<file path="src/hw/rtl/bccs_pkg.sv">
`default_nettype none

package bccs_pkg;

  localparam logic [7:0]  LOCKOUT_RESET = 8'd100;
  localparam logic [15:0] COUNT_RESET   = 16'd1;

  // four decimal digits, index 0 is thousands, index 3 is units
  typedef logic [3:0][3:0] bccs_digits_t;

  localparam bccs_digits_t DIGITS_RESET = {4'd1, 4'd0, 4'd0, 4'd0};
  // 65535 modulo 10000
  localparam bccs_digits_t DIGITS_WRAP_DOWN = {4'd5, 4'd3, 4'd5, 4'd5};
  localparam bccs_digits_t DIGITS_ZERO = {4'd0, 4'd0, 4'd0, 4'd0};

  typedef struct packed {
    logic clear;
    logic step;
    logic down;
    logic wrap;
  } bccs_step_t;

  function automatic logic [6:0] seg_of(input logic [3:0] d);
    logic [6:0] s;
    case (d)
      4'd0: s = 7'h3F;
      4'd1: s = 7'h06;
      4'd2: s = 7'h5B;
      4'd3: s = 7'h4F;
      4'd4: s = 7'h66;
      4'd5: s = 7'h6D;
      4'd6: s = 7'h7D;
      4'd7: s = 7'h07;
      4'd8: s = 7'h7F;
      4'd9: s = 7'h6F;
      default: s = 7'h00;
    endcase
    return s;
  endfunction

endpackage

`default_nettype wire

</file>
<file path="src/hw/rtl/bccs_bcd.sv">
`default_nettype none

module bccs_bcd import bccs_pkg::*; (
  input  wire logic         clk_i,
  input  wire logic         rst_ni,
  input  wire logic         en_i,
  input  wire bccs_step_t   cmd_i,
  output bccs_digits_t      digits_o
);

  bccs_digits_t digits_q, digits_d;
  bccs_digits_t base, inc, dec;

  always_comb begin
    logic carry;
    logic borrow;
    base   = cmd_i.clear ? DIGITS_ZERO : digits_q;
    inc    = base;
    dec    = base;
    carry  = 1'b1;
    borrow = 1'b1;
    for (int i = 3; i >= 0; i--) begin
      if (carry) begin
        if (base[i] == 4'd9) begin
          inc[i] = 4'd0;
        end else begin
          inc[i] = base[i] + 4'd1;
          carry  = 1'b0;
        end
      end
      if (borrow) begin
        if (base[i] == 4'd0) begin
          dec[i] = 4'd9;
        end else begin
          dec[i] = base[i] - 4'd1;
          borrow = 1'b0;
        end
      end
    end
  end

  always_comb begin
    digits_d = base;
    if (cmd_i.step) begin
      if (cmd_i.wrap) begin
        digits_d = cmd_i.down ? DIGITS_WRAP_DOWN : DIGITS_ZERO;
      end else begin
        digits_d = cmd_i.down ? dec : inc;
      end
    end
  end

  always_ff @(posedge clk_i or negedge rst_ni) begin
    if (!rst_ni) begin
      digits_q <= DIGITS_RESET;
    end else if (en_i) begin
      digits_q <= digits_d;
    end
  end

  assign digits_o = digits_q;

endmodule

`default_nettype wire

</file>
<file path="src/hw/rtl/button_counter_seven_segment_scan.sv">
// path: an accepted request passes the input register, then the result register
// throughput: one request per cycle while the output is not stalled; the input register takes one more request
//   while a finished result is held by a stalled output
// reset: count 1, counting up, stopped, no lockout, scan at digit 0, lockout reload 100
`default_nettype none

module button_counter_seven_segment_scan import bccs_pkg::*; (
  input  wire logic        clk_i,
  input  wire logic        rst_ni,
  input  wire logic        cfg_valid_i,
  output      logic        cfg_ready_o,
  input  wire logic [7:0]  cfg_lockout_ticks_i,
  input  wire logic        in_valid_i,
  output      logic        in_stall_o,
  input  wire logic        clear_button_n_i,
  input  wire logic        direction_button_n_i,
  input  wire logic        run_button_n_i,
  output      logic        out_valid_o,
  input  wire logic        out_stall_i,
  output      logic [3:0]  digit_enable_o,
  output      logic [6:0]  segments_o,
  output      logic [15:0] count_value_o
);

  logic        s1_valid_q;
  logic        s1_clr_n_q, s1_dir_n_q, s1_run_n_q;
  logic        out_valid_q;
  logic [3:0]  digit_enable_q, digit_enable_d;
  logic [6:0]  segments_q, segments_d;
  logic [7:0]  lockout_ticks_q;
  logic [7:0]  lockout_q, lockout_d;
  logic [15:0] count_q, count_d, base;
  logic        down_q, down_d;
  logic        running_q, running_d;
  logic [1:0]  scan_q;
  logic        s1_move, s1_load;
  logic        idle, clr_act, dir_act, run_act;
  bccs_step_t  cmd;
  bccs_digits_t digits;

  assign cfg_ready_o = 1'b1;

  assign s1_move    = s1_valid_q & (~out_valid_q | ~out_stall_i);
  assign in_stall_o = s1_valid_q & ~s1_move;
  assign s1_load    = in_valid_i & ~in_stall_o;

  // button handling, lockout and counting
  always_comb begin
    idle    = (lockout_q == 8'd0);
    clr_act = idle & ~s1_clr_n_q;
    dir_act = idle & s1_clr_n_q & ~s1_dir_n_q;
    run_act = idle & s1_clr_n_q & s1_dir_n_q & ~s1_run_n_q;

    down_d    = down_q ^ dir_act;
    running_d = running_q ^ run_act;
    base      = clr_act ? 16'd0 : count_q;

    cmd.clear = clr_act;
    cmd.step  = idle & running_d;
    cmd.down  = down_d;
    cmd.wrap  = down_d ? (base == 16'd0) : (base == 16'hFFFF);

    if (cmd.step) begin
      count_d = down_d ? base - 16'd1 : base + 16'd1;
    end else begin
      count_d = base;
    end

    if (!idle) begin
      lockout_d = lockout_q - 8'd1;
    end else if (clr_act | dir_act | run_act) begin
      lockout_d = lockout_ticks_q;
    end else begin
      lockout_d = lockout_q;
    end

    digit_enable_d = 4'b0001 << scan_q;
    segments_d     = seg_of(digits[scan_q]);
  end

  bccs_bcd u_bcd (
    .clk_i    (clk_i),
    .rst_ni   (rst_ni),
    .en_i     (s1_move),
    .cmd_i    (cmd),
    .digits_o (digits)
  );

  always_ff @(posedge clk_i or negedge rst_ni) begin
    if (!rst_ni) begin
      lockout_ticks_q <= LOCKOUT_RESET;
    end else if (cfg_valid_i) begin
      lockout_ticks_q <= cfg_lockout_ticks_i;
    end
  end

  always_ff @(posedge clk_i or negedge rst_ni) begin
    if (!rst_ni) begin
      s1_valid_q  <= 1'b0;
      out_valid_q <= 1'b0;
      count_q     <= COUNT_RESET;
      down_q      <= 1'b0;
      running_q   <= 1'b0;
      lockout_q   <= 8'd0;
      scan_q      <= 2'd0;
    end else begin
      if (s1_load) begin
        s1_valid_q <= 1'b1;
      end else if (s1_move) begin
        s1_valid_q <= 1'b0;
      end
      if (s1_move) begin
        out_valid_q <= 1'b1;
        count_q     <= count_d;
        down_q      <= down_d;
        running_q   <= running_d;
        lockout_q   <= lockout_d;
        scan_q      <= scan_q + 2'd1;
      end else if (!out_stall_i) begin
        out_valid_q <= 1'b0;
      end
    end
  end

  // request payload and result payload
  always_ff @(posedge clk_i) begin
    if (s1_load) begin
      s1_clr_n_q <= clear_button_n_i;
      s1_dir_n_q <= direction_button_n_i;
      s1_run_n_q <= run_button_n_i;
    end
    if (s1_move) begin
      digit_enable_q <= digit_enable_d;
      segments_q     <= segments_d;
    end
  end

  assign out_valid_o    = out_valid_q;
  assign digit_enable_o = digit_enable_q;
  assign segments_o     = segments_q;
  assign count_value_o  = count_q;

endmodule

`default_nettype wire

</file>
<file path="config.mk">
export PLATFORM = sky130hd
export DESIGN_NAME = button_counter_seven_segment_scan
export DESIGN_NICKNAME = d
export VERILOG_FILES = /design/src/hw/rtl/bccs_pkg.sv /design/src/hw/rtl/bccs_bcd.sv /design/src/hw/rtl/button_counter_seven_segment_scan.sv
export SDC_FILE = /design/constraint.sdc
export NUM_CORES = 1
export LEC_CHECK = 0
export BUFFER_PORTS_ARGS = -buffer_cell sky130_fd_sc_hd__buf_2
export CAP_MARGIN = 0
export CORE_ASPECT_RATIO = 1.25
export CORE_MARGIN = 2
export CORE_UTILIZATION = 45
export DETAILED_ROUTE_END_ITERATION = 10
export SLEW_MARGIN = 25
export SYNTH_ARGS = -nofsm -noshare
export SYNTH_HDL_FRONTEND = slang
export SYNTH_SLANG_ARGS = --single-unit
</file>
<file path="constraint.sdc">
create_clock -name clk_i -period 6.05 [get_ports clk_i]
set_input_delay 0.3025 -clock clk_i [delete_from_list [all_inputs] [get_ports clk_i]]
set_output_delay 0.3025 -clock clk_i [all_outputs]
set_load 0.005 [all_outputs]
</file>
* Word level (Yosys, flattened, before mapping)
Memories as Yosys holds them, arrays and structs flattened. A register that Yosys moved wholly into a read port is not among the register bits.
Cells that the tools add are included.
** Operators by class
- Add/sub/neg operators :: 12
- $lt $le $gt $ge :: 1
- Equality and inequality tests :: 7
- Shifts and indexed selects :: 1
- Mux-type cells :: 41
- Bitwise logic cells :: 21
- Reductions and logical operators :: 8
** Operators with widths (number)
- $mux 16 :: 7
- $mux 4 :: 15
- $add 16x1->16 const B :: 1
- $add 4x1->4 const B :: 4
- $eq 16x16->1 const B :: 1
- $eq 4x4->1 const B :: 4
- $logic_not 16->1 :: 1
- $logic_not 4->1 :: 4
- $mux 8 :: 2
- $sub 16x1->16 const B :: 1
- $sub 4x1->4 const B :: 4
- $mux 1 :: 15
- $mux 15 :: 1
- $and 1x1->1 :: 9
- $bmux 4 s2 :: 1
- $logic_not 8->1 :: 1
- $sub 8x1->8 const B :: 1
- $not 1->1 :: 7
- $ne 2x1->1 const B :: 2
- $shl 1x2->4 const A :: 1
- $lt 2x3->1 const B :: 1
- $or 1x1->1 :: 3
- $add 2x1->2 const B :: 1
- $reduce_and 2->1 :: 1
- other kinds (2) :: 3
** Word-level totals
- Register bits after elaboration :: 61
- Memory bits (read-only) :: 112
- Input port bits :: 16
- Output and inout bits :: 30
- Logic and storage cells :: 108
- Memories kept :: 1
** Memory list
- (no name shown) :: words 16, width 7, read ports 1, clocked after memory_dff 1, write ports 0, RTL line bccs_pkg.sv:25 : case (d)

* Depth between registers and ports, before layout
Gate-level depths: netlist of the first run.
- Word-level depth :: 11
- Depth in mapped cells :: 20
- Depth with buffers taken out :: 17

* By module
From an unflattened synthesis of the first run, not the netlist that was laid out.
** Unflattened totals
- Cells, all modules :: 702
- Area total of the unflattened synthesis :: 5781.8 sq um
** By module, submodules not included
- button_counter_seven_segment_scan :: instances 1, cells each 462, area an instance 3992.6 sq um, sequential area each 1376.3 sq um
- bccs_bcd :: instances 1, cells each 240, area an instance 1789.2 sq um, sequential area each 401.6 sq um

* Worst setup path before layout of the first run
Ideal clock, no wire load.
- Path kind :: flip-flop to flip-flop
- From :: reg lockout_q[0]
- To :: reg count_q[14] (netlist: count_value_o[14])
- Library setup time :: 0.119 ns
- Data arrival time :: 4.146 ns
- Required time :: 5.931 ns
- Path slack :: 1.785 ns
- Stages on the path, launching flop included :: 21
- Buffers on the path :: 3
- Clock period less this slack :: 4.265 ns
- Path through :: dfrtp_1 > inv_1 > ha_1 > or4b_1 > buf_4 > o31a_4 > nor2_8 > inv_4 > buf_2 > buf_1 > xnor2_1 > ha_1 > and2_1 > nand3_1 > a31oi_1 > a21oi_1 > o31ai_1 > o22a_1 > mux2i_1 > mux2i_1 > nor2_1
** On the way
- Elaborated cells between the ends (all ways) :: 14
- Classes of those cells :: add/sub: 2; mux: 3; bitwise: 8; reduce/logical: 1
** RTL lines
- start, declared :: RTL line button_counter_seven_segment_scan.sv:31 : logic [7:0] lockout_q, lockout_d;
- start signal, assigned :: RTL line button_counter_seven_segment_scan.sv:117 : lockout_q <= lockout_d;
- $logic_not 8->1 :: RTL line button_counter_seven_segment_scan.sv:49 : idle = (lockout_q == 8'd0);
- $and 1x1->1 (2 in series) :: RTL line button_counter_seven_segment_scan.sv:51 : dir_act = idle & s1_clr_n_q & ~s1_dir_n_q;
- $xor 1x1->1 :: RTL line button_counter_seven_segment_scan.sv:54 : down_d = down_q ^ dir_act;
- named net down_d :: RTL line button_counter_seven_segment_scan.sv:33 : logic down_q, down_d;
- $mux 16 :: RTL line button_counter_seven_segment_scan.sv:64 : count_d = down_d ? base - 16'd1 : base + 16'd1;
- $mux 16 :: RTL line button_counter_seven_segment_scan.sv:63 : if (cmd.step) begin
- end signal, assigned :: RTL line button_counter_seven_segment_scan.sv:114 : count_q <= count_d;
- end, declared :: RTL line button_counter_seven_segment_scan.sv:32 : logic [15:0] count_q, count_d, base;
The timed path passes the listed nets, and every way through them passes these cells.
A chain may end at the register's enable or synchronous reset.

* Worst setup path in the final report of the first run
- From :: reg lockout_q[0]
- To :: reg count_q[14] (netlist: count_value_o[14])
** On the way
- Word-level cells in the longest chain between the ends :: 7
- Elaborated cells between the ends (all ways) :: 14
- Classes of those cells :: add/sub: 2; mux: 3; bitwise: 8; reduce/logical: 1
** RTL lines (RTL line)
- $logic_not 8->1 (*) :: button_counter_seven_segment_scan.sv:49
- parallel branches: the longest is 5 deep, another holds $add 16x1->16
- $mux 16 (*) :: button_counter_seven_segment_scan.sv:63
Mark *: on every way between the ends.

==> results.txt, run 1 <==
Post-synth design cell area: 5290 um2
CTS Buffer Depth: 2
R2R Path End: count_value_o[14]
Lkg Pwr: 2.36 nW
Total gr overflow: 0
CP Capture Point: count_value_o[14]
Post-route DRC: 0
Area growth syn-to-layout: 10.1%
R2r setup slk: 1.21 ns
Max FO, Critical Path: 37
Fin Setup TNS: 0 ns
DRT Pass-1 Iters: 5
Initial Utilization: 45.8%
Syn nets: 686
Final non-filler cell total: 806
Async set or reset register ratio after synthesis: 79.4%
Layout cells sized above 1: 14.2%
Post_cts resized: 0
Initial antenna violation count: 0
FMAX: 206 MHz
Top_reg_cell synth: dfrtp_1
Max-slew violations: 0
Routed wire length: 15,300 um
Routed len/inst: 19.0 um
Sequential-to-total area share from yosys stat: 33.6%
FILL cells: 1,104
CTS Buf Count: 9
Tot Pwr: 1.97 mW
Ant. Diodes: 0
Setup Viol. Count Final: 0
Crit path time final: 4.84 ns
Yosys top cell area share: 23.2%
Port-buffer cells: 44
Remaining antenna violation count: 0
Hold Vio Cnt, Final: 0
Pwr dens: 338 nW/um2
Largest net degree at the start of global routing: 55
Slew headroom: 35.4%
Cts hold-fix bufs: 0
FF-to-FF Start: lockout_q[0]
DR iter-0 viols: 365
Final nets: 698
H-tree lvl count: 3
Clock Latency Late Sink: 0.33 ns
Dpl hpwl: 10,500 um
Hold Slack: 0.0966 ns
Top cells by area, synth: dfrtp_1, edfxtp_1, nand2_1
Worst EP required: 6.27 ns
Least-Margin Pin Slew: 0.966 ns
FF+latch count, synth: 68
Unique masters post-synth: 75
Post-CTS setup buffer count: 0
Maxcap violations: 0
Setup crit start: lockout_q[0]
Critical Path AT: 5.07 ns
Clk slew on worst S/H paths: 0.06 ns
Crit-path slowest cell: or4b_1
Die height: 125 um
Number of global-route vias before repair: 4,989
EDFF count, synth: 14
Placed instance count: 790
Peak supply drop: 0.175 mV
Syn avg cell area: 8.13 um2
Crit. End Element: flip-flop
Core area: 11,600 um2
Die ar.: 12,600 um2
CP peak stage delay: 0.64 ns
Root Driver: clkbuf_16
Ports: 46
Crit Path Category: reg2reg
Yosys warnings: 0
Crit-path cells: inv_1 > ha_1 > or4b_1 > o31a_4 > nor2_8 > inv_4 > xnor2_1 > ha_1 > and2_1 > nand3_1 > a31oi_1 > a21oi_1 > o31ai_1 > o22a_1 > mux2i_1 > mux2i_1 > nor2_1
Num rows: 44
Mapped Cells: 651
CTS tree: built
RSZ-0062 raised after global routing: no
Status: complete, no violations
Global-route wire length before repair: 25,200 um
Vias per cell: 6.37
Clk_skew: 0.00859 ns
Period utilization: 80.1%
Chip width: 101 um
Worst Reg-to-Reg Cells: 17
Setup crit start kind: flip-flop
CTS Sinks: 68
Worst hold path class: in2async
Leading area contributor after synthesis: dfrtp_1
Vias: 5,131
Tot GR Track Use: 25.0%
Placer Congestion: 0.930
worst min-delay path by stage:
stage	depth (start not counted)	to
floorplan	0	count_value_o[10]
global placement	1	out_valid_o
detailed placement	1	s1_dir_n_q
CTS	1	s1_dir_n_q
global route	1	s1_dir_n_q
finish	2	u_bcd.digits_o[15]
worst max-delay path: cells and delay by family, from the launching register on:
kind | cells | cell delay, ns
AOI/OAI and AO/OA | 5 | 1.43
xor gates and xnor gates | 1 | 0.23
adders and majority gates | 2 | 0.50
buffers and inverters | 2 | 0.40
DFF | 1 | 0.36
muxes | 2 | 0.48
and+or+nand+nor | 5 | 1.32
sequential cells by signal, summed over array words and instances (netlist names):
register         cells
count_value_o       16
digit_enable_o       4
down_q               1
lockout_q            8
lockout_ticks_q      8
out_valid_o          1
running_q            1
s1_clr_n_q           1
s1_dir_n_q           1
s1_run_n_q           1
s1_valid_q           1
scan_q               2
segments_o           7
u_bcd.digits_o      16
layout make-up:
class / count / area [um2] / area share, %
Multi-Input combinational cell: 506 / 3210 / 55.1
Sequential cell: 68 / 1780 / 30.5
Timing Repair Buffer: 51 / 273 / 4.68
Clock buffer: 11 / 233 / 3.99
Tap cell: 138 / 173 / 2.96
Inverter: 27 / 104 / 1.78
Clock inverter: 5 / 53.8 / 0.924
cells in the final DEF (no fill, tap or decap), types with 6 or more instances in the layout:
master	netlist	final
nand3_1	26	26
a22oi_1	7	7
mux2_2	9	9
xnor2_1	13	13
edfxtp_1	14	14
a31oi_1	9	9
nand2_1	77	77
and3_1	6	6
nor2_1	53	53
ha_1	19	19
a211oi_1	6	6
buf_2	6	44
or3_1	7	7
a22o_1	9	9
o21ai_0	57	57
buf_4	2	7
nor3_1	19	19
o22ai_1	14	14
clkbuf_16	0	9
dfrtp_1	49	49
inv_1	26	26
o31ai_1	9	9
nand2b_1	6	6
a21oi_1	50	50
nand4_1	10	10
and2_1	11	11
synthesized netlist by cell type, types with 6 or more instances:
master,instances
nor2_1,53
a211oi_1,6
o31ai_1,9
a21oi_1,50
and2_1,11
a31oi_1,9
nor4_1,6
o21ai_0,57
ha_1,19
a22o_1,9
clkbuf_1,37
a22oi_1,7
mux2_2,9
or3_1,7
nand2b_1,6
buf_2,6
dfrtp_1,49
o22ai_1,14
edfxtp_1,14
nand4_1,10
nand2_1,77
nand3_1,26
inv_1,26
and3_1,6
xnor2_1,13
nor3_1,19
metrics by stage:
stage / util (%) / setup WS (ns) / cell area, um2
global route: 50.4 / 0.846 / 5830
finish: 50.4 / 1.21 / 5830
CTS: 50.3 / 1.26 / 5820
floorplan: - / 1.79 / 5290
global placement: 47.9 / 1.45 / 5530
detailed placement: 47.9 / 1.29 / 5530
routing by layer:
metal	vias to the layer above	track usage [%]	wire length (um)
li1	2422	-	-
met1	2453	29.9	6000
met2	213	43.3	7980
met3	43	3.69	782
met4	0	12.2	548
met5	-	0	0
power by group:
| group | leakage, nW | internal, mW | total (mW) | switching [mW] |
|---|---|---|---|---|
| sequential | 0.806 | 0.581 | 0.716 | 0.135 |
| clock | 0.135 | 0.318 | 0.523 | 0.206 |
| combinational | 1.42 | 0.295 | 0.730 | 0.435 |
| total | 2.36 | 1.19 | 1.97 | 0.776 |
logic make-up (layout without fill, tap and decap cells):
family	after synthesis	after routing	share of synthesized area, %
mux	17	17	4.38
fa+ha+maj	19	19	4.49
other cells	1	1	0.0709
simple gates	243	243	22.6
flops	68	68	33.6
buf+inv	77	94	5.79
compound gates	209	209	26.3
xor+xnor	17	17	2.81
Power figures use the tool's default switching activity.
==> inputs of run 2 (changes only) <==
clock period = 5.05 ns   (was 6.05 ns; I/O delays follow)
==> run 2 against run 1 <==
Via count shrank 0.70%. Critical endpoint unchanged. Sequential share of layout area is essentially flat. Die area is the same. Critical path depth is the same. Critical path type unchanged. Wire length decreased by 0.69%. Worst hold slack got worse by 0.013 ns. Sequential power rose by 20%. Clock power is 11% higher. Global-route usage is 0.21 points lower.
==> results.txt, run 2 (synthesis gave the netlist of run 1 again) <==
Worst Reg-to-Reg Cells: 17 (unchanged)
Total gr overflow: 0 (unchanged)
Status: complete, no violations
Number of global-route vias before repair: 5,006 (+0.34%)
Critical Path AT: 4.81 ns (-0.26 ns)
Post-CTS setup buffer count: 0 (unchanged)
Max FO, Critical Path: 23 (-38%)
Core area: 11,600 um2 (unchanged)
CTS tree: built
Clk_skew: 0.0114 ns (+0.00284 ns)
Area growth syn-to-layout: 9.98%
Post_cts resized: 0 (unchanged)
Period utilization: 90.8% (+11 points)
Num rows: 44 (unchanged)
Crit path time final: 4.59 ns (-0.257 ns)
Ports: 46 (unchanged)
Worst hold path class: in2async
FILL cells: 1,103 (-0.091%)
Final nets: 700 (+0.29%)
Vias: 5,095 (-0.70%)
Lkg Pwr: 2.36 nW (about the same)
Commonest non-fill, non-tap cell in the layout: nand2_1
Final WS setup: 0.464 ns (-0.743 ns)
Routed len/inst: 18.8 um (-0.94%)
Ant. Diodes: 0 (unchanged)
Dpl ws: 0.523 ns (-0.771 ns)
CTS Sinks: 68 (unchanged)
H-tree lvl count: 3 (unchanged)
Clock Latency Late Sink: 0.34 ns (about the same)
Crit path max-delay family: compound AO/OA/AOI/OAI gates
CTS Buf Count: 9 (unchanged)
Hold Vio Cnt, Final: 0 (unchanged)
DR iter-0 viols: 353 (-3.3%)
Setup Viol. Count Final: 0 (unchanged)
Worst EP required: 5.27 ns (-1.00 ns)
Port-buffer cells: 44 (unchanged)
Crit-path cells: inv_1 > ha_1 > or4b_1 > o31a_4 > nor2_8 > inv_4 > xnor2_1 > ha_1 > and2_1 > nand3_1 > a31oi_1 > a21oi_1 > o31ai_1 > o22a_1 > mux2i_1 > mux2i_1 > nor2_1
CTS Buffer Depth: 2 (unchanged)
Commonest non-fill, non-tap cells in the layout: nand2_1, o21ai_0, nor2_1
Routed wire length: 15,200 um (-0.69%)
RSZ-0062 raised after global routing: no
Buf+Inv Stages, Crit Path: 2 (unchanged)
Chip width: 101 um (unchanged)
Peak supply drop: 0.246 mV (+41%)
Maxcap violations: 0 (unchanged)
Max-slew violations: 0 (unchanged)
Die ar.: 12,600 um2 (unchanged)
Pwr dens: 399 nW/um2 (+18%)
Initial antenna violation count: 0 (unchanged)
CP peak stage delay: 0.64 ns (about the same)
Largest net degree at the start of global routing: 55 (unchanged)
Fin Setup TNS: 0 ns (unchanged)
Vias per cell: 6.31 (-0.95%)
Stages on the worst setup path: 17 (unchanged)
Setup crit start kind: flip-flop
Slew headroom: 37.5% (+2.2 points)
DRT Pass-1 Iters: 5 (unchanged)
Least-Margin Pin Slew: 0.929 ns (-0.0376 ns)
Tot GR Track Use: 24.8% (-0.21 points)
FMAX: 218 MHz (+5.6%)
Global-route wire length before repair: 24,900 um (-0.99%)
Cts hold-fix bufs: 0 (unchanged)
Register Area: 1780 um2 (unchanged)
Root Driver: clkbuf_16
Remaining antenna violation count: 0 (unchanged)
Multi-input gate area: 3210 um2 (-0.19%)
Crit-path slowest cell: or4b_1
Crit. End Element: flip-flop
Post-route DRC: 0 (unchanged)
Placer Congestion: 0.891 (-4.2%)
Layout cells sized above 1: 14.8% (+0.55 points)
Dpl hpwl: 10,500 um (about the same)
Die height: 125 um (unchanged)
Initial Utilization: 45.8% (unchanged)
Clk slew on worst S/H paths: 0.06 ns (about the same)
Crit Path Category: reg2reg
## run 2: cell count changes in the layout (fill, tap and decap cells not counted), moves of 2 or more
cell | before | now
clkinv_1 | 2 | 0
buf_4 | 7 | 9
clkinv_2 | 0 | 2
clkinvlp_4 | 1 | 3
## run 2: per-layer routing
layer,vias to the layer above,global-route usage [%],wire length (um)
met3,43,3.80,813
met5,-,0,0
met1,2429,28.5,5930
met2,202,43.7,7870
li1,2421,-,-
met4,0,13.0,598
## run 2: worst paths after layout
path | start | slack (ns) | endpoint
worst max-delay path | lockout_q[0] | 0.46 | count_value_o[14]
worst min-delay path | rst_ni | 0.08 | u_bcd.digits_o[14]
max in group asynchronous | rst_ni | 4.45 | lockout_q[2]
min in group clk_i | clear_button_n_i | 0.09 | s1_clr_n_q
worst min register to register | running_q | 0.50 | running_q
worst max register to register | lockout_q[0] | 0.46 | count_value_o[14]
## run 2: power by group
group | total [mW] | leakage (nW) | internal (mW) | switching (mW)
Combinational | 0.885 | 1.43 | 0.359 | 0.526
Clock | 0.582 | 0.125 | 0.332 | 0.250
Sequential | 0.856 | 0.806 | 0.695 | 0.161
Total | 2.32 | 2.36 | 1.39 | 0.937
## run 2: area by class of cell
| cell class | count | area share [%] |
|---|---|---|
| multi-input combinational | 506 | 55.1 |
| sequential | 68 | 30.6 |
| timing repair buffer | 53 | 4.95 |
| clock buffer | 10 | 3.94 |
| tap | 138 | 2.97 |
| inverter | 27 | 1.78 |
| clock inverter | 6 | 0.710 |
## run 2: metrics by stage
step | instances | cell area, um2 | hold slack [ns] | utilization (%) | power (mW)
3_3_place_gp | 792 | 5550 | 0.428 | 48.0 | 1.71
4_1_cts | 808 | 5820 | 0.0804 | 50.3 | 2.33
5_1_grt | 808 | 5820 | 0.0919 | 50.3 | 2.49
3_5_place_dp | 792 | 5550 | 0.431 | 48.0 | 1.74
6_report | 808 | 5820 | 0.0839 | 50.3 | 2.32
2_1_floorplan | 651 | 5290 | -0.0431 | - | 1.51
## run 2: worst reg2reg max path: cells and delay by family (launching register included)
kind | cells | cell delay [ns]
AOI/OAI and AO/OA | 5 | 1.41
buffers and inverters | 2 | 0.19
DFF | 1 | 0.36
muxes | 2 | 0.47
and+or+nand+nor | 5 | 1.32
xor gates and xnor gates | 1 | 0.18
adders and majority gates | 2 | 0.54
